[src/rtl/uer_pkg.sv]
// Package for the ultrasonic echo ranger: constants, codes and shared types.
package uer_pkg;

  localparam int unsigned CHANNELS = 3;
  localparam int unsigned CH_W = 2;
  localparam int unsigned ECHO_W = 3;
  localparam int unsigned TRIG_W_W = 8;
  localparam int unsigned TIME_W = 20;
  localparam int unsigned SCALE_W = 12;
  localparam int unsigned DIST_W = 22;
  localparam int unsigned PROD_W = TIME_W + SCALE_W;
  localparam int unsigned CFG_IDX_W = 2;
  localparam int unsigned CFG_DATA_W = 20;

  localparam logic [DIST_W-1:0] DIST_MAX = {DIST_W{1'b1}};
  localparam logic [PROD_W:0] ROUND_HALF = (PROD_W + 1)'(128);

  // reset values of the configuration registers
  localparam logic [TRIG_W_W-1:0] TRIGGER_WIDTH_RST = 8'd30;
  localparam logic [TIME_W-1:0] TIMEOUT_RST = 20'd800000;
  localparam logic [SCALE_W-1:0] SCALE_RST = 12'd1140;

  // configuration register indexes
  localparam logic [CFG_IDX_W-1:0] REG_TRIGGER_WIDTH = 2'd0;
  localparam logic [CFG_IDX_W-1:0] REG_TIMEOUT = 2'd1;
  localparam logic [CFG_IDX_W-1:0] REG_SCALE = 2'd2;
  localparam logic [CFG_IDX_W-1:0] REG_ENABLE = 2'd3;

  typedef enum logic [1:0] {
    PH_IDLE,
    PH_TRIG,
    PH_WAIT,
    PH_HIGH
  } phase_t;

  typedef struct packed {
    logic [TRIG_W_W-1:0] trigger_width_us;
    logic [TIME_W-1:0]   timeout_us;
    logic [SCALE_W-1:0]  cm_per_us_q16;
    logic                enable;
  } cfg_t;

  typedef struct packed {
    logic [ECHO_W-1:0] trigger_lines;
    logic              result_valid;
    logic [CH_W-1:0]   result_channel;
    logic [DIST_W-1:0] distance_cm_q8;
    logic              timed_out;
  } result_t;

endpackage

[src/rtl/uer_if.sv]
// Channel interfaces: tick requests in, ranging results out.
interface uer_in_if;
  logic                          valid;
  logic                          ready;
  logic [uer_pkg::ECHO_W-1:0]    echo_levels;

  modport source (output valid, output echo_levels, input ready);
  modport sink (input valid, input echo_levels, output ready);
endinterface

interface uer_out_if;
  logic                          valid;
  logic                          ready;
  logic [uer_pkg::ECHO_W-1:0]    trigger_lines;
  logic                          result_valid;
  logic [uer_pkg::CH_W-1:0]      result_channel;
  logic [uer_pkg::DIST_W-1:0]    distance_cm_q8;
  logic                          timed_out;

  modport source (output valid, output trigger_lines, output result_valid,
                  output result_channel, output distance_cm_q8, output timed_out,
                  input ready);
  modport sink (input valid, input trigger_lines, input result_valid,
                input result_channel, input distance_cm_q8, input timed_out,
                output ready);
endinterface

[src/rtl/uer_core.sv]
// Ranging sequencer: per-tick phase, channel and echo timer update.
module uer_core (
  input  logic                       clk,
  input  logic                       rst,
  input  logic                       step,
  input  logic [uer_pkg::ECHO_W-1:0] levels,
  input  uer_pkg::cfg_t              cfg,
  output uer_pkg::result_t           result
);

  uer_pkg::phase_t                 phase, phase_next;
  logic [uer_pkg::CH_W-1:0]        channel, channel_next;
  logic [uer_pkg::TIME_W-1:0]      elapsed, elapsed_next;
  logic                            echo_prev, echo_prev_next;

  logic [uer_pkg::CH_W-1:0]        ch, ch_adv;
  logic                            echo;
  logic [uer_pkg::TRIG_W_W-1:0]    width;
  logic [uer_pkg::TIME_W:0]        elapsed_inc;
  logic [uer_pkg::PROD_W-1:0]      product;
  logic [uer_pkg::PROD_W:0]        rounded;
  logic [uer_pkg::PROD_W-8:0]      scaled;
  logic [uer_pkg::DIST_W-1:0]      distance;
  logic                            done, tmo;
  uer_pkg::phase_t                 ph;

  always_ff @(posedge clk) begin
    if (rst) begin
      phase <= uer_pkg::PH_IDLE;
      channel <= '0;
      elapsed <= '0;
      echo_prev <= 1'b0;
    end else if (step) begin
      phase <= phase_next;
      channel <= channel_next;
      elapsed <= elapsed_next;
      echo_prev <= echo_prev_next;
    end
  end

  // distance: elapsed * scale, round half up from q16 to q8, saturate
  assign product = uer_pkg::PROD_W'(elapsed) * uer_pkg::PROD_W'(cfg.cm_per_us_q16);
  assign rounded = {1'b0, product} + uer_pkg::ROUND_HALF;
  assign scaled  = rounded[uer_pkg::PROD_W:8];
  assign distance = (scaled > (uer_pkg::PROD_W-7)'(uer_pkg::DIST_MAX))
                    ? uer_pkg::DIST_MAX : scaled[uer_pkg::DIST_W-1:0];

  always_comb begin
    ch = (channel >= uer_pkg::CH_W'(uer_pkg::CHANNELS)) ? '0 : channel;
    echo = levels[ch];
    width = (cfg.trigger_width_us == '0) ? uer_pkg::TRIG_W_W'(1) : cfg.trigger_width_us;
    ch_adv = (ch == uer_pkg::CH_W'(uer_pkg::CHANNELS - 1)) ? '0 : ch + 1'b1;

    ph = phase;
    elapsed_next = elapsed;
    if (phase == uer_pkg::PH_IDLE && cfg.enable) begin
      ph = uer_pkg::PH_TRIG;
      elapsed_next = '0;
    end
    elapsed_inc = {1'b0, elapsed_next} + 1'b1;

    phase_next = ph;
    done = 1'b0;
    tmo = 1'b0;
    result = '0;

    case (ph)
      uer_pkg::PH_TRIG: begin
        result.trigger_lines = uer_pkg::ECHO_W'(1) << ch;
        if (elapsed_inc >= (uer_pkg::TIME_W+1)'(width)) begin
          phase_next = uer_pkg::PH_WAIT;
          elapsed_next = '0;
        end else begin
          elapsed_next = elapsed_inc[uer_pkg::TIME_W-1:0];
        end
      end
      uer_pkg::PH_WAIT: begin
        if (echo && !echo_prev) begin
          phase_next = uer_pkg::PH_HIGH;
          elapsed_next = uer_pkg::TIME_W'(1);
        end else begin
          elapsed_next = elapsed_inc[uer_pkg::TIME_W-1:0];
          if (elapsed_inc >= {1'b0, cfg.timeout_us}) begin
            done = 1'b1;
            tmo = 1'b1;
          end
        end
      end
      uer_pkg::PH_HIGH: begin
        if (!echo) begin
          done = 1'b1;
          result.distance_cm_q8 = distance;
        end else begin
          elapsed_next = elapsed_inc[uer_pkg::TIME_W-1:0];
          if (elapsed_inc >= {1'b0, cfg.timeout_us}) begin
            done = 1'b1;
            tmo = 1'b1;
          end
        end
      end
      default: begin
      end
    endcase

    channel_next = ch;
    echo_prev_next = echo;
    result.result_valid = done;
    result.timed_out = tmo;
    if (done) begin
      result.result_channel = ch;
      phase_next = uer_pkg::PH_IDLE;
      elapsed_next = '0;
      channel_next = ch_adv;
      // reload so a pin already high on the next channel is not an edge
      echo_prev_next = levels[ch_adv];
    end
  end

endmodule

[src/rtl/ultrasonic_echo_ranger.sv]
// Top level of the three-channel ultrasonic echo ranger.
// Each request is one microsecond tick carrying the sampled echo pins and gives
// exactly one result item: the trigger line levels for that tick and, when a
// measurement ends, the channel, the distance in cm (8 fraction bits, rounded,
// saturated) or a timeout flag. One request is taken every cycle while the
// result register is free or being read; a result passes the input register,
// then the result register, and the sequencer state advances once per request.
// Configuration writes take effect on the next cycle and are meant to be made while the block is idle.
module ultrasonic_echo_ranger (
  input  logic                           clk,
  input  logic                           rst,
  input  logic                           cfg_we,
  input  logic [uer_pkg::CFG_IDX_W-1:0]  cfg_index,
  input  logic [uer_pkg::CFG_DATA_W-1:0] cfg_data,
  uer_in_if.sink                         samples,
  uer_out_if.source                      results
);

  uer_pkg::cfg_t                 cfg;
  logic                          s1_valid;
  logic [uer_pkg::ECHO_W-1:0]    s1_levels;
  logic                          o_valid;
  uer_pkg::result_t              o_result;
  uer_pkg::result_t              core_result;
  logic                          out_free;
  logic                          step;

  always_ff @(posedge clk) begin
    if (rst) begin
      cfg.trigger_width_us <= uer_pkg::TRIGGER_WIDTH_RST;
      cfg.timeout_us <= uer_pkg::TIMEOUT_RST;
      cfg.cm_per_us_q16 <= uer_pkg::SCALE_RST;
      cfg.enable <= 1'b0;
    end else if (cfg_we) begin
      case (cfg_index)
        uer_pkg::REG_TRIGGER_WIDTH: cfg.trigger_width_us <= cfg_data[uer_pkg::TRIG_W_W-1:0];
        uer_pkg::REG_TIMEOUT:       cfg.timeout_us <= cfg_data[uer_pkg::TIME_W-1:0];
        uer_pkg::REG_SCALE:         cfg.cm_per_us_q16 <= cfg_data[uer_pkg::SCALE_W-1:0];
        uer_pkg::REG_ENABLE:        cfg.enable <= cfg_data[0];
        default: begin
        end
      endcase
    end
  end

  assign out_free = !o_valid || results.ready;
  assign step = s1_valid && out_free;
  assign samples.ready = !s1_valid || out_free;

  always_ff @(posedge clk) begin
    if (rst) begin
      s1_valid <= 1'b0;
    end else if (samples.ready) begin
      s1_valid <= samples.valid;
    end
  end

  always_ff @(posedge clk) begin
    if (samples.ready && samples.valid) begin
      s1_levels <= samples.echo_levels;
    end
  end

  uer_core u_core (
    .clk    (clk),
    .rst    (rst),
    .step   (step),
    .levels (s1_levels),
    .cfg    (cfg),
    .result (core_result)
  );

  always_ff @(posedge clk) begin
    if (rst) begin
      o_valid <= 1'b0;
    end else if (out_free) begin
      o_valid <= s1_valid;
    end
  end

  always_ff @(posedge clk) begin
    if (step) begin
      o_result <= core_result;
    end
  end

  assign results.valid = o_valid;
  assign results.trigger_lines = o_result.trigger_lines;
  assign results.result_valid = o_result.result_valid;
  assign results.result_channel = o_result.result_channel;
  assign results.distance_cm_q8 = o_result.distance_cm_q8;
  assign results.timed_out = o_result.timed_out;

endmodule
[src/flat_wrapper.sv]
// flat-port wrapper written by rule: the top's interface ports become plain ports
module ultrasonic_echo_ranger_flat 
  (clk, rst, cfg_we, cfg_index, cfg_data, samples_valid, samples_echo_levels, samples_ready, results_valid, results_trigger_lines, results_result_valid, results_result_channel, results_distance_cm_q8, results_timed_out, results_ready);
  uer_in_if samples_i ();
  uer_out_if results_i ();
  input  logic clk;
  input  logic rst;
  input  logic cfg_we;
  input  logic [uer_pkg::CFG_IDX_W-1:0] cfg_index;
  input  logic [uer_pkg::CFG_DATA_W-1:0] cfg_data;
  input wire logic [$bits(samples_i.valid)-1:0] samples_valid;
  input wire logic [$bits(samples_i.echo_levels)-1:0] samples_echo_levels;
  output wire logic [$bits(samples_i.ready)-1:0] samples_ready;
  output wire logic [$bits(results_i.valid)-1:0] results_valid;
  output wire logic [$bits(results_i.trigger_lines)-1:0] results_trigger_lines;
  output wire logic [$bits(results_i.result_valid)-1:0] results_result_valid;
  output wire logic [$bits(results_i.result_channel)-1:0] results_result_channel;
  output wire logic [$bits(results_i.distance_cm_q8)-1:0] results_distance_cm_q8;
  output wire logic [$bits(results_i.timed_out)-1:0] results_timed_out;
  input wire logic [$bits(results_i.ready)-1:0] results_ready;
  assign samples_i.valid = samples_valid;
  assign samples_i.echo_levels = samples_echo_levels;
  assign samples_ready = samples_i.ready;
  assign results_valid = results_i.valid;
  assign results_trigger_lines = results_i.trigger_lines;
  assign results_result_valid = results_i.result_valid;
  assign results_result_channel = results_i.result_channel;
  assign results_distance_cm_q8 = results_i.distance_cm_q8;
  assign results_timed_out = results_i.timed_out;
  assign results_i.ready = results_ready;
  ultrasonic_echo_ranger u_core (.clk(clk), .rst(rst), .cfg_we(cfg_we), .cfg_index(cfg_index), .cfg_data(cfg_data), .samples(samples_i), .results(results_i));
endmodule
[config.mk]
export PLATFORM = sky130hd
export DESIGN_NAME = ultrasonic_echo_ranger_flat
export DESIGN_NICKNAME = d
export VERILOG_FILES = /design/src/rtl/uer_pkg.sv /design/src/rtl/uer_if.sv /design/src/rtl/uer_core.sv /design/src/rtl/ultrasonic_echo_ranger.sv /design/src/flat_wrapper.sv
export SDC_FILE = /design/constraint.sdc
export NUM_CORES = 1
export LEC_CHECK = 0
export ABC_CLOCK_PERIOD_IN_PS = 8000
export BUFFER_PORTS_ARGS = -buffer_cell sky130_fd_sc_hd__buf_2
export CAP_MARGIN = 25
export CORE_MARGIN = 2
export CORE_UTILIZATION = 23
export CTS_BUF_LIST = sky130_fd_sc_hd__clkbuf_8
export CTS_CLUSTER_SIZE = 16
export DETAILED_ROUTE_END_ITERATION = 6
export PLACE_DENSITY = 0.4
export SLEW_MARGIN = 20
export SYNTH_ARGS = -nofsm -noshare
export SYNTH_HDL_FRONTEND = slang
export SYNTH_SLANG_ARGS = --single-unit
[constraint.sdc]
create_clock -name clk -period 8 [get_ports clk]
set_input_delay 1.6 -clock clk [delete_from_list [all_inputs] [get_ports clk]]
set_output_delay 1.6 -clock clk [all_outputs]
set_load 0.005 [all_outputs]
# Word-level counts from Yosys, hierarchy flattened
# Index checks and enable logic that the tools add are counted.
# totals
regBits	100
out_inout_bits	31
# op_classes
n_addsub	3
n_mul	1
magnitude_cmp	6
n_eq_ne	7
shift	1
mux	27
n_bitwise	1
reduce_logical	17
# op_table
cell	count
2-to-1 mux 20 bit	5
case mux 20 bit (3 select lines)	1
adder 32 x 8 -> 33 bit (second input constant)	1
multiplier 20 x 12 -> 32 bit	1
greater-than comparator 25 x 22 -> 1 bit (second input constant)	1
2-to-1 mux 22 bit	1
adder 20 x 1 -> 21 bit (second input constant)	1
>= comparator 21 x 20 -> 1 bit	1
>= comparator 21 x 8 -> 1 bit	1
2-to-1 mux 2 bit	7
== test 2 bit (second input constant)	5
zero test 8 bit	1
2-to-1 mux 8 bit	1
AND reduction 2 bit	4
2-to-1 mux 1 bit	7
less-than comparator 2 x 3 -> 1 bit (second input constant)	2
binary-select mux 1 bit (select 2 bit)	2
== test 2 x 1 -> 1 bit (second input constant)	2
logical AND 1 bit	4
zero test 2 bit	2
case mux 1 bit (2 select lines)	2
case mux 2 bit (2 select lines)	1
zero test 1 bit	3
<< shifter 1 x 2 -> 3 bit (first input constant)	1
5 further kinds	6

# Depth between registers and ports, before layout
# Gate-level depths: netlist (run 1).
# depth
ltp_word	9
mapped_depth	23
depth_no_buf	20

# Cells and area by module
# A second synthesis (run 1) with hierarchy kept.
# unflattened
cells_unflattened	1501
hier_area_um2	13143.9
# by_module_without_submodules
mod	instances	cells_each	area_each_um2
uer_core	1	1291	10391.2
ultrasonic_echo_ranger	1	210	2752.6

# Least setup slack after synthesis (run 1)
# No wires, ideal clock.
# synth_path
path_kind	reg-to-reg
from	reg u_core.u_core.elapsed[0] (netlist bit)
to	reg u_core.o_result (netlist bit u_core.results.distance_cm_q8[0]) (data pin)
setup_time_ps	278
arrival_ps	5815
path_slack_ps	1907
path_stages_with_launch	22
n_path_buf	3
period_less_slack_ps	6093
path_cell_list	dfxtp_1 > clkbuf_1 > clkbuf_1 > nand2_1 > fa_1 > fa_1 > inv_1 > fa_1 > fa_1 > inv_1 > fa_1 > inv_1 > ha_1 > and4_1 > o2111ai_1 > a221oi_1 > o21ai_1 > nor2b_1 > o21ai_0 > a311o_1 > clkbuf_1 > o211ai_1
# synth_between
elab_chain_len	4
# synth_rtl
item	line	rtl
from (decl)	uer_core.sv:13	logic [uer_pkg::TIME_W-1:0] elapsed, elapsed_next;
from (signal assigned)	uer_core.sv:36	elapsed <= elapsed_next;
multiplier 20 x 12 -> 32 bit (*)	uer_core.sv:42	assign product = uer_pkg::PROD_W'(elapsed) * uer_pkg::PROD_W'(cfg.cm_per_us_q16);
adder 32 x 8 -> 33 bit (*)	uer_core.sv:43	assign rounded = {1'b0, product} + uer_pkg::ROUND_HALF;
greater-than comparator 25 x 22 -> 1 bit	uer_core.sv:45	assign distance = (scaled > (uer_pkg::PROD_W-7)'(uer_pkg::DIST_MAX))
2-to-1 mux 22 bit (*)	uer_core.sv:46	? uer_pkg::DIST_MAX : scaled[uer_pkg::DIST_W-1:0];
to (signal assigned)	ultrasonic_echo_ranger.sv:83	o_result <= core_result;
to (decl)	ultrasonic_echo_ranger.sv:23	uer_pkg::result_t o_result;
# Every way passes the cells marked *; elsewhere a longest branch is shown, timed or not.
# A chain may end at the register's enable or synchronous reset.

# Worst setup path after layout (run 1)
# layout_path
from	reg, netlist name u_core.cfg[11]
to	reg u_core.o_result (netlist bit u_core.results.distance_cm_q8[1]) (data pin)
# layout_between
elab_chain_len	4
# layout_rtl
item	line
multiplier 20 x 12 -> 32 bit	uer_core.sv:42
adder 32 x 8 -> 33 bit	uer_core.sv:43
greater-than comparator 25 x 22 -> 1 bit	uer_core.sv:45
2-to-1 mux 22 bit	uer_core.sv:46
# Every way passes these cells.

==> results.json, run 1 <==
{
  "status": "completed",
  "rows": 88,
  "die_w_microns": 244.9,
  "async_flop_share": 0,
  "crit_fanout": 22,
  "cap_violations": 0,
  "total_power_mw": 1.104,
  "first_global_vias": 10953,
  "grt_max_degree": 42,
  "ys_ff_latch": 100,
  "synth_top_area_frac": 0.2714,
  "period_share": 0.8905,
  "antenna_found_initial": 0,
  "setup_tns_ns": 0,
  "place.port_buffers": 60,
  "synth_flop_cell": "dfxtp_1",
  "avgRoutedWirePerCell_microns": 16.75,
  "p_per_area_nw_per_um2": 75.41,
  "pre_cts_slack_ns": 0.8413,
  "postSynthAreaPerCell_sq_um": 8.532,
  "slew_headroom": 0.3741,
  "fin_ws_ns": 0.8758,
  "drtIter0Drc": 546,
  "rsz0062_at_grt": "false",
  "numCtsBuffers": 9,
  "endpoint_kind": "register",
  "cts_tree": "built",
  "hold_path_class": "reg -> reg",
  "die_area_sq_um": 60000,
  "final_cells": 2340,
  "placedCellCount": 2323,
  "syn2layout_area_growth_pct": 9.651,
  "ir_drop_uv": 124.4,
  "p_comb_frac": 0.156,
  "grt-ovfl-total": 0,
  "post-dp-hpwl_mm": 30.98,
  "fin_nets": 1897,
  "core_sq_um": 57590,
  "n_antenna_cell": 0,
  "hold_viol": 0,
  "worstSetupStartpointType": "register",
  "pwr-share-clk": 0.334,
  "clock_latency_ns": 0.46,
  "first_pass_iters": 5,
  "power.switching_mw": 0.3750,
  "pwr-share-seq": 0.511,
  "synth_edf_count": 32,
  "drive_above_1_share": 0.08063,
  "setup_viol": 0,
  "period_minus_slack_ns": 7.124,
  "path_clk_slew_ns": 0.13,
  "clockRootBuffer": "clkbuf_8",
  "p_int_mw": 0.7291,
  "antenna_left": 0,
  "maxSlewViolCount": 0,
  "place_congestion": 0.8001,
  "crit_type": "reg -> reg",
  "clock-sinks": 100,
  "syn_nets": 1892,
  "critPathArrivalTime_ns": 7.28,
  "ys_top_cells_by_area": "fa_1, ha_1, dfxtp_1",
  "cts_setup_buffers": 0,
  "num_io_pins": 61,
  "die_h_microns": 244.9,
  "synth_area_leader_cell": "fa_1",
  "syn-cell-area_sq_um": 13350,
  "drt_wl_total_mm": 39.20,
  "grt_usage": 0.1352,
  "start_util": 0.2319,
  "p_leak_nw": 6.775,
  "drc_errors": 0,
  "synth-seq-area-share": 0.1739,
  "vias_per_cell": 4.497,
  "fmax_ghz": 0.1404,
  "worst_slew_pin_slew_ns": 0.9375,
  "worstPathRequired_ns": 8.16,
  "via_count": 10524,
  "hold_buffers": 0,
  "finClkSkew_ns": 0.02331,
  "cts-resized-gates": 0,
  "netlist_instances": 1565,
  "cts_buffer_depth": 2,
  "grt_pass1_wl_mm": 63.27,
  "h-tree-depth": 3,
  "ys_warn_count": 0,
  "switching_share": 0.3397,
  "ys_types": 81
}
-- flip-flops by register name, summed over array words and instances (netlist names), 2 cells and up --
name,cells
u_core.u_core.phase,2
u_core.cfg,41
u_core.u_core.channel,2
u_core.results.result_channel,2
u_core.s1_levels,3
u_core.results.distance_cm_q8,22
u_core.u_core.elapsed,20
u_core.results.trigger_lines,3
-- power groups by stage --
stage | logic (mW) | clock network [mW] | registers [mW]
4_1_cts | 0.175 | 0.389 | 0.565
5_1_grt | 0.197 | 0.408 | 0.567
2_1_floorplan | 0.123 | 0 | 0.558
3_3_place_gp | 0.174 | 0 | 0.575
3_5_place_dp | 0.175 | 0 | 0.576
6_report | 0.172 | 0.369 | 0.564
-- per-layer routing --
layer | wire [microns] | track usage | share of wire
met1 | 18990 | 0.1874 | 0.48
met2 | 18260 | 0.2185 | 0.47
met4 | 529 | 0.03138 | 0.013
met3 | 1430 | 0.02329 | 0.036
met5 | 0 | 0 | 0
-- worst max-delay path, cell delays in order, from the launching register on --
cell	delay [ns]
dfxtp_1	0.93
nand2_1	0.18
fa_1	0.53
fa_1	0.55
inv_1	0.06
fa_1	0.52
fa_1	0.55
inv_1	0.05
fa_1	0.52
inv_1	0.04
ha_1	0.37
and4_1	0.26
o2111ai_1	0.12
a221oi_1	0.74
o21ai_0	0.26
nand2_1	0.17
o311ai_0	0.14
nand2_1	0.60
o211ai_1	0.21
-- cell usage after synthesis, drive strengths merged (6+ instances only) --
library cell / count
ha: 116
a211oi: 12
nand2b: 9
nor4: 12
nor3: 13
and2: 72
a21oi: 77
and4: 6
inv: 270
nor2: 57
nand2: 282
clkbuf: 72
o21ai: 29
dfxtp: 68
o31ai: 8
buf: 23
fa: 181
xor2: 17
mux2i: 10
nand4: 11
o211ai: 34
a21o: 17
xnor2: 18
nand3: 20
edfxtp: 32
-- placed cells by master (no fill, tap or decap), types with 10 or more instances in the layout --
master    Yosys  layout
o21ai_0      25      25
o211ai_1     34      34
a21oi_1      77      77
nand3_1      20      20
a211oi_1     12      12
xnor2_1      18      18
mux2i_1      10      10
nor3_1       11      10
xor2_1       17      17
buf_4         6      29
a21o_1       17      17
inv_1       269     268
fa_1        181     181
edfxtp_1     32      32
ha_1        116     116
and2_1       72      72
dfxtp_1      68      68
nand2_1     280     280
nor2_1       57      57
buf_2        10      60
-- through the flow --
stage	cell area, sq um	hold WS [ns]	util
6_report	14640	0.4671	0.2543
5_1_grt	14640	0.4820	0.2543
4_1_cts	14630	0.4683	0.2541
3_5_place_dp	14420	0.4508	0.2504
3_3_place_gp	14420	0.4458	0.2504
2_1_floorplan	13350	0.4363	-
-- layout make-up --
cell class | instances | area, sq um
clock buffer | 9 | 123.9
multi-input combinational | 1099 | 9612
timing repair buffer | 89 | 518.0
fill | 6284 | 42940
tap | 765 | 957.2
inverter | 271 | 1017
clock inverter | 7 | 91.34
sequential | 100 | 2322
-- final timing paths --
check                 startpoint                          endpoint  slack (ns)  cells after the start
setup / recovery  u_core.cfg[11]  u_core.results.distance_cm_q8[1]        0.88                     18
hold / removal    u_core.cfg[27]                    u_core.cfg[27]        0.47                      2
setup reg to reg  u_core.cfg[11]  u_core.results.distance_cm_q8[1]        0.88                     18
hold reg to reg   u_core.cfg[27]                    u_core.cfg[27]        0.47                      2
-- kinds of logic (layout without fill, tap and decap cells) --
family / count (synthesis) / count (layout) / synth area share
compound gates: 241 / 241 / 0.1240
xor+xnor: 35 / 35 / 0.02296
fa+ha+maj: 297 / 297 / 0.3801
buf+inv: 366 / 376 / 0.1066
flops: 100 / 100 / 0.1739
mux: 10 / 10 / 0.007497
simple gates: 516 / 516 / 0.1850
Note: power is estimated with default switching activity, not from simulation.
==> run 2: changes to the inputs <==
--- a/config.mk
+++ b/config.mk
@@ -13,6 +13,7 @@
 export CTS_BUF_LIST = sky130_fd_sc_hd__clkbuf_8
 export CTS_CLUSTER_SIZE = 16
 export DETAILED_ROUTE_END_ITERATION = 6
+export MAX_ROUTING_LAYER = met4
 export PLACE_DENSITY = 0.4
 export SLEW_MARGIN = 20
 export SYNTH_ARGS = -nofsm -noshare
==> run 2 against run 1 <==
Register-to-register slack barely moved. Maximum frequency fell by 0.12%. Clock-buffer cell count did not move. Sequential share of layout area did not move. Combinational power barely moved. Hold slack barely moved. First-iteration DRC count fell by 8.8%. Critical path type unchanged.
==> results.json, run 2 (synthesized netlist as in run 1, its figures left out) <==
{
  "via_count": 10503,
  "layout_common_cells": "nand2_1, inv_1, fa_1, ha_1, a21oi_1",
  "fill_cells": 6285,
  "largest_register_ffs": 41,
  "hold_viol": 0,
  "drt_wl_total_mm": 39.15,
  "r2r_slack_ns": 0.87,
  "placedCellCount": 2323,
  "fmax_ghz": 0.1402,
  "worst_slew_pin_slew_ns": 0.9323,
  "cts_setup_buffers": 0,
  "endpoint_kind": "register",
  "critPathBufInv": 3,
  "rsz0062_at_grt": "false",
  "final_common_cell": "nand2_1",
  "period_minus_slack_ns": 7.133,
  "cts-resized-gates": 0,
  "period_share": 0.8916,
  "regMostFlops": "u_core.cfg",
  "hold_buffers": 0,
  "p_leak_nw": 6.775,
  "final_cells": 2340,
  "critPathArrivalTime_ns": 7.29,
  "power.switching_mw": 0.3717,
  "p_int_mw": 0.7291,
  "worstSetupStartpointType": "register",
  "h-tree-depth": 3,
  "status": "completed",
  "cpPeakStageDelay_ns": 0.90,
  "setup_tns_ns": 0,
  "first_pass_iters": 5,
  "place.port_buffers": 60,
  "cap_violations": 0,
  "first_global_vias": 10941,
  "grt_usage": 0.1388,
  "cts_tree": "built",
  "regArea_sq_um": 2322,
  "hold_path_class": "reg -> reg",
  "syn2layout_area_growth_pct": 9.651,
  "critical-path-top-delay-family": "adder cells",
  "cpMostUsedCell": "fa_1",
  "fin_util": 0.2543,
  "cts_buffer_depth": 2,
  "core_sq_um": 57590,
  "rows": 88,
  "crit_fanout": 22,
  "grt_pass1_wl_mm": 63.19,
  "slew_headroom": 0.3776,
  "maxSlewViolCount": 0,
  "grt_max_degree": 42,
  "numCtsBuffers": 9,
  "drtIter0Drc": 498,
  "path_clk_slew_ns": 0.13,
  "clock_latency_ns": 0.45,
  "n_antenna_cell": 0,
  "switching_share": 0.3377,
  "start_util": 0.2319,
  "critical_path.slowest_cell": "dfxtp_1",
  "setup_viol": 0,
  "clockRootBuffer": "clkbuf_8",
  "grt-ovfl-total": 0,
  "timing.hold.ws_ns": 0.4671,
  "worstPathRequired_ns": 8.15,
  "vias_per_cell": 4.488,
  "drc_errors": 0,
  "p_comb_frac": 0.156,
  "drive_above_1_share": 0.08063,
  "ir_drop_uv": 124.4,
  "p_per_area_nw_per_um2": 75.19,
  "pwr-share-seq": 0.512,
  "crit_type": "reg -> reg",
  "pwr-share-clk": 0.332,
  "clock-sinks": 100,
  "multi_input_area_sq_um": 9612,
  "die_area_sq_um": 60000,
  "die_h_microns": 244.9,
  "finClkSkew_ns": 0.02089,
  "place_congestion": 0.8131,
  "path_cells": "nand2_1 -> fa_1 -> fa_1 -> inv_1 -> fa_1 -> fa_1 -> inv_1 -> fa_1 -> inv_1 -> ha_1 -> and4_1 -> o2111ai_1 -> a221oi_1 -> o21ai_0 -> nand2_1 -> o311ai_0 -> nand2_1 -> o211ai_1",
  "antenna_found_initial": 0,
  "post-dp-hpwl_mm": 30.98,
  "num_io_pins": 61,
  "die_w_microns": 244.9,
  "antenna_left": 0,
  "fin_nets": 1897,
  "avgRoutedWirePerCell_microns": 16.73
}
run 2: through the flow:
stage / total power, mW / setup slack (ns) / cell area (sq um)
after global placement: 0.7498 / 0.9112 / 14420
after global routing: 1.169 / 0.3674 / 14640
final: 1.101 / 0.8669 / 14640
after CTS: 1.129 / 0.8038 / 14630
after floorplan: 0.6812 / 1.907 / 13350
after detailed placement: 0.7505 / 0.8413 / 14420
run 2: area by class of cell:
class / count / share of cell area
Clock buffer: 9 / 0.008460
Clock inverter: 7 / 0.006238
Inverter: 271 / 0.06948
Multi-Input combinational cell: 1099 / 0.6565
Sequential cell: 100 / 0.1586
Tap cell: 765 / 0.06537
Timing Repair Buffer: 89 / 0.03538
run 2: metal layers:
metal / vias up / wire length (microns) / track usage / share of wire
met5: - / 0 / - / 0
met4: 0 / 585 / 0.03228 / 0.015
met3: 38 / 1575 / 0.02056 / 0.040
met2: 217 / 18230 / 0.2193 / 0.47
met1: 5196 / 18760 / 0.1871 / 0.48
li1: 5052 / - / - / -
run 2: final timing paths:
path	from	to	cells past startpoint
setup / recovery	u_core.cfg[12]	u_core.results.distance_cm_q8[1]	18
hold reg to reg	u_core.cfg[27]	u_core.cfg[27]	2
setup reg to reg	u_core.cfg[12]	u_core.results.distance_cm_q8[1]	18
hold / removal	u_core.cfg[27]	u_core.cfg[27]	2
run 2: power by group through the flow:
stage                     clock network, mW  logic, mW  registers [mW]
after floorplan                           0      0.123           0.558
after global placement                    0      0.174           0.575
after detailed placement                  0      0.175           0.576
after CTS                             0.389      0.175           0.565
after global routing                  0.405      0.197           0.567
final                                 0.365      0.172           0.564
run 2: worst reg2reg max path: stages, from the launching register on:
cell and delay (ns):
dfxtp_1 0.90, nand2_1 0.19, fa_1 0.55, fa_1 0.55
inv_1 0.07, fa_1 0.52, fa_1 0.55, inv_1 0.05
fa_1 0.52, inv_1 0.04, ha_1 0.37, and4_1 0.27
o2111ai_1 0.12, a221oi_1 0.76, o21ai_0 0.26, nand2_1 0.17
o311ai_0 0.14, nand2_1 0.60, o211ai_1 0.21
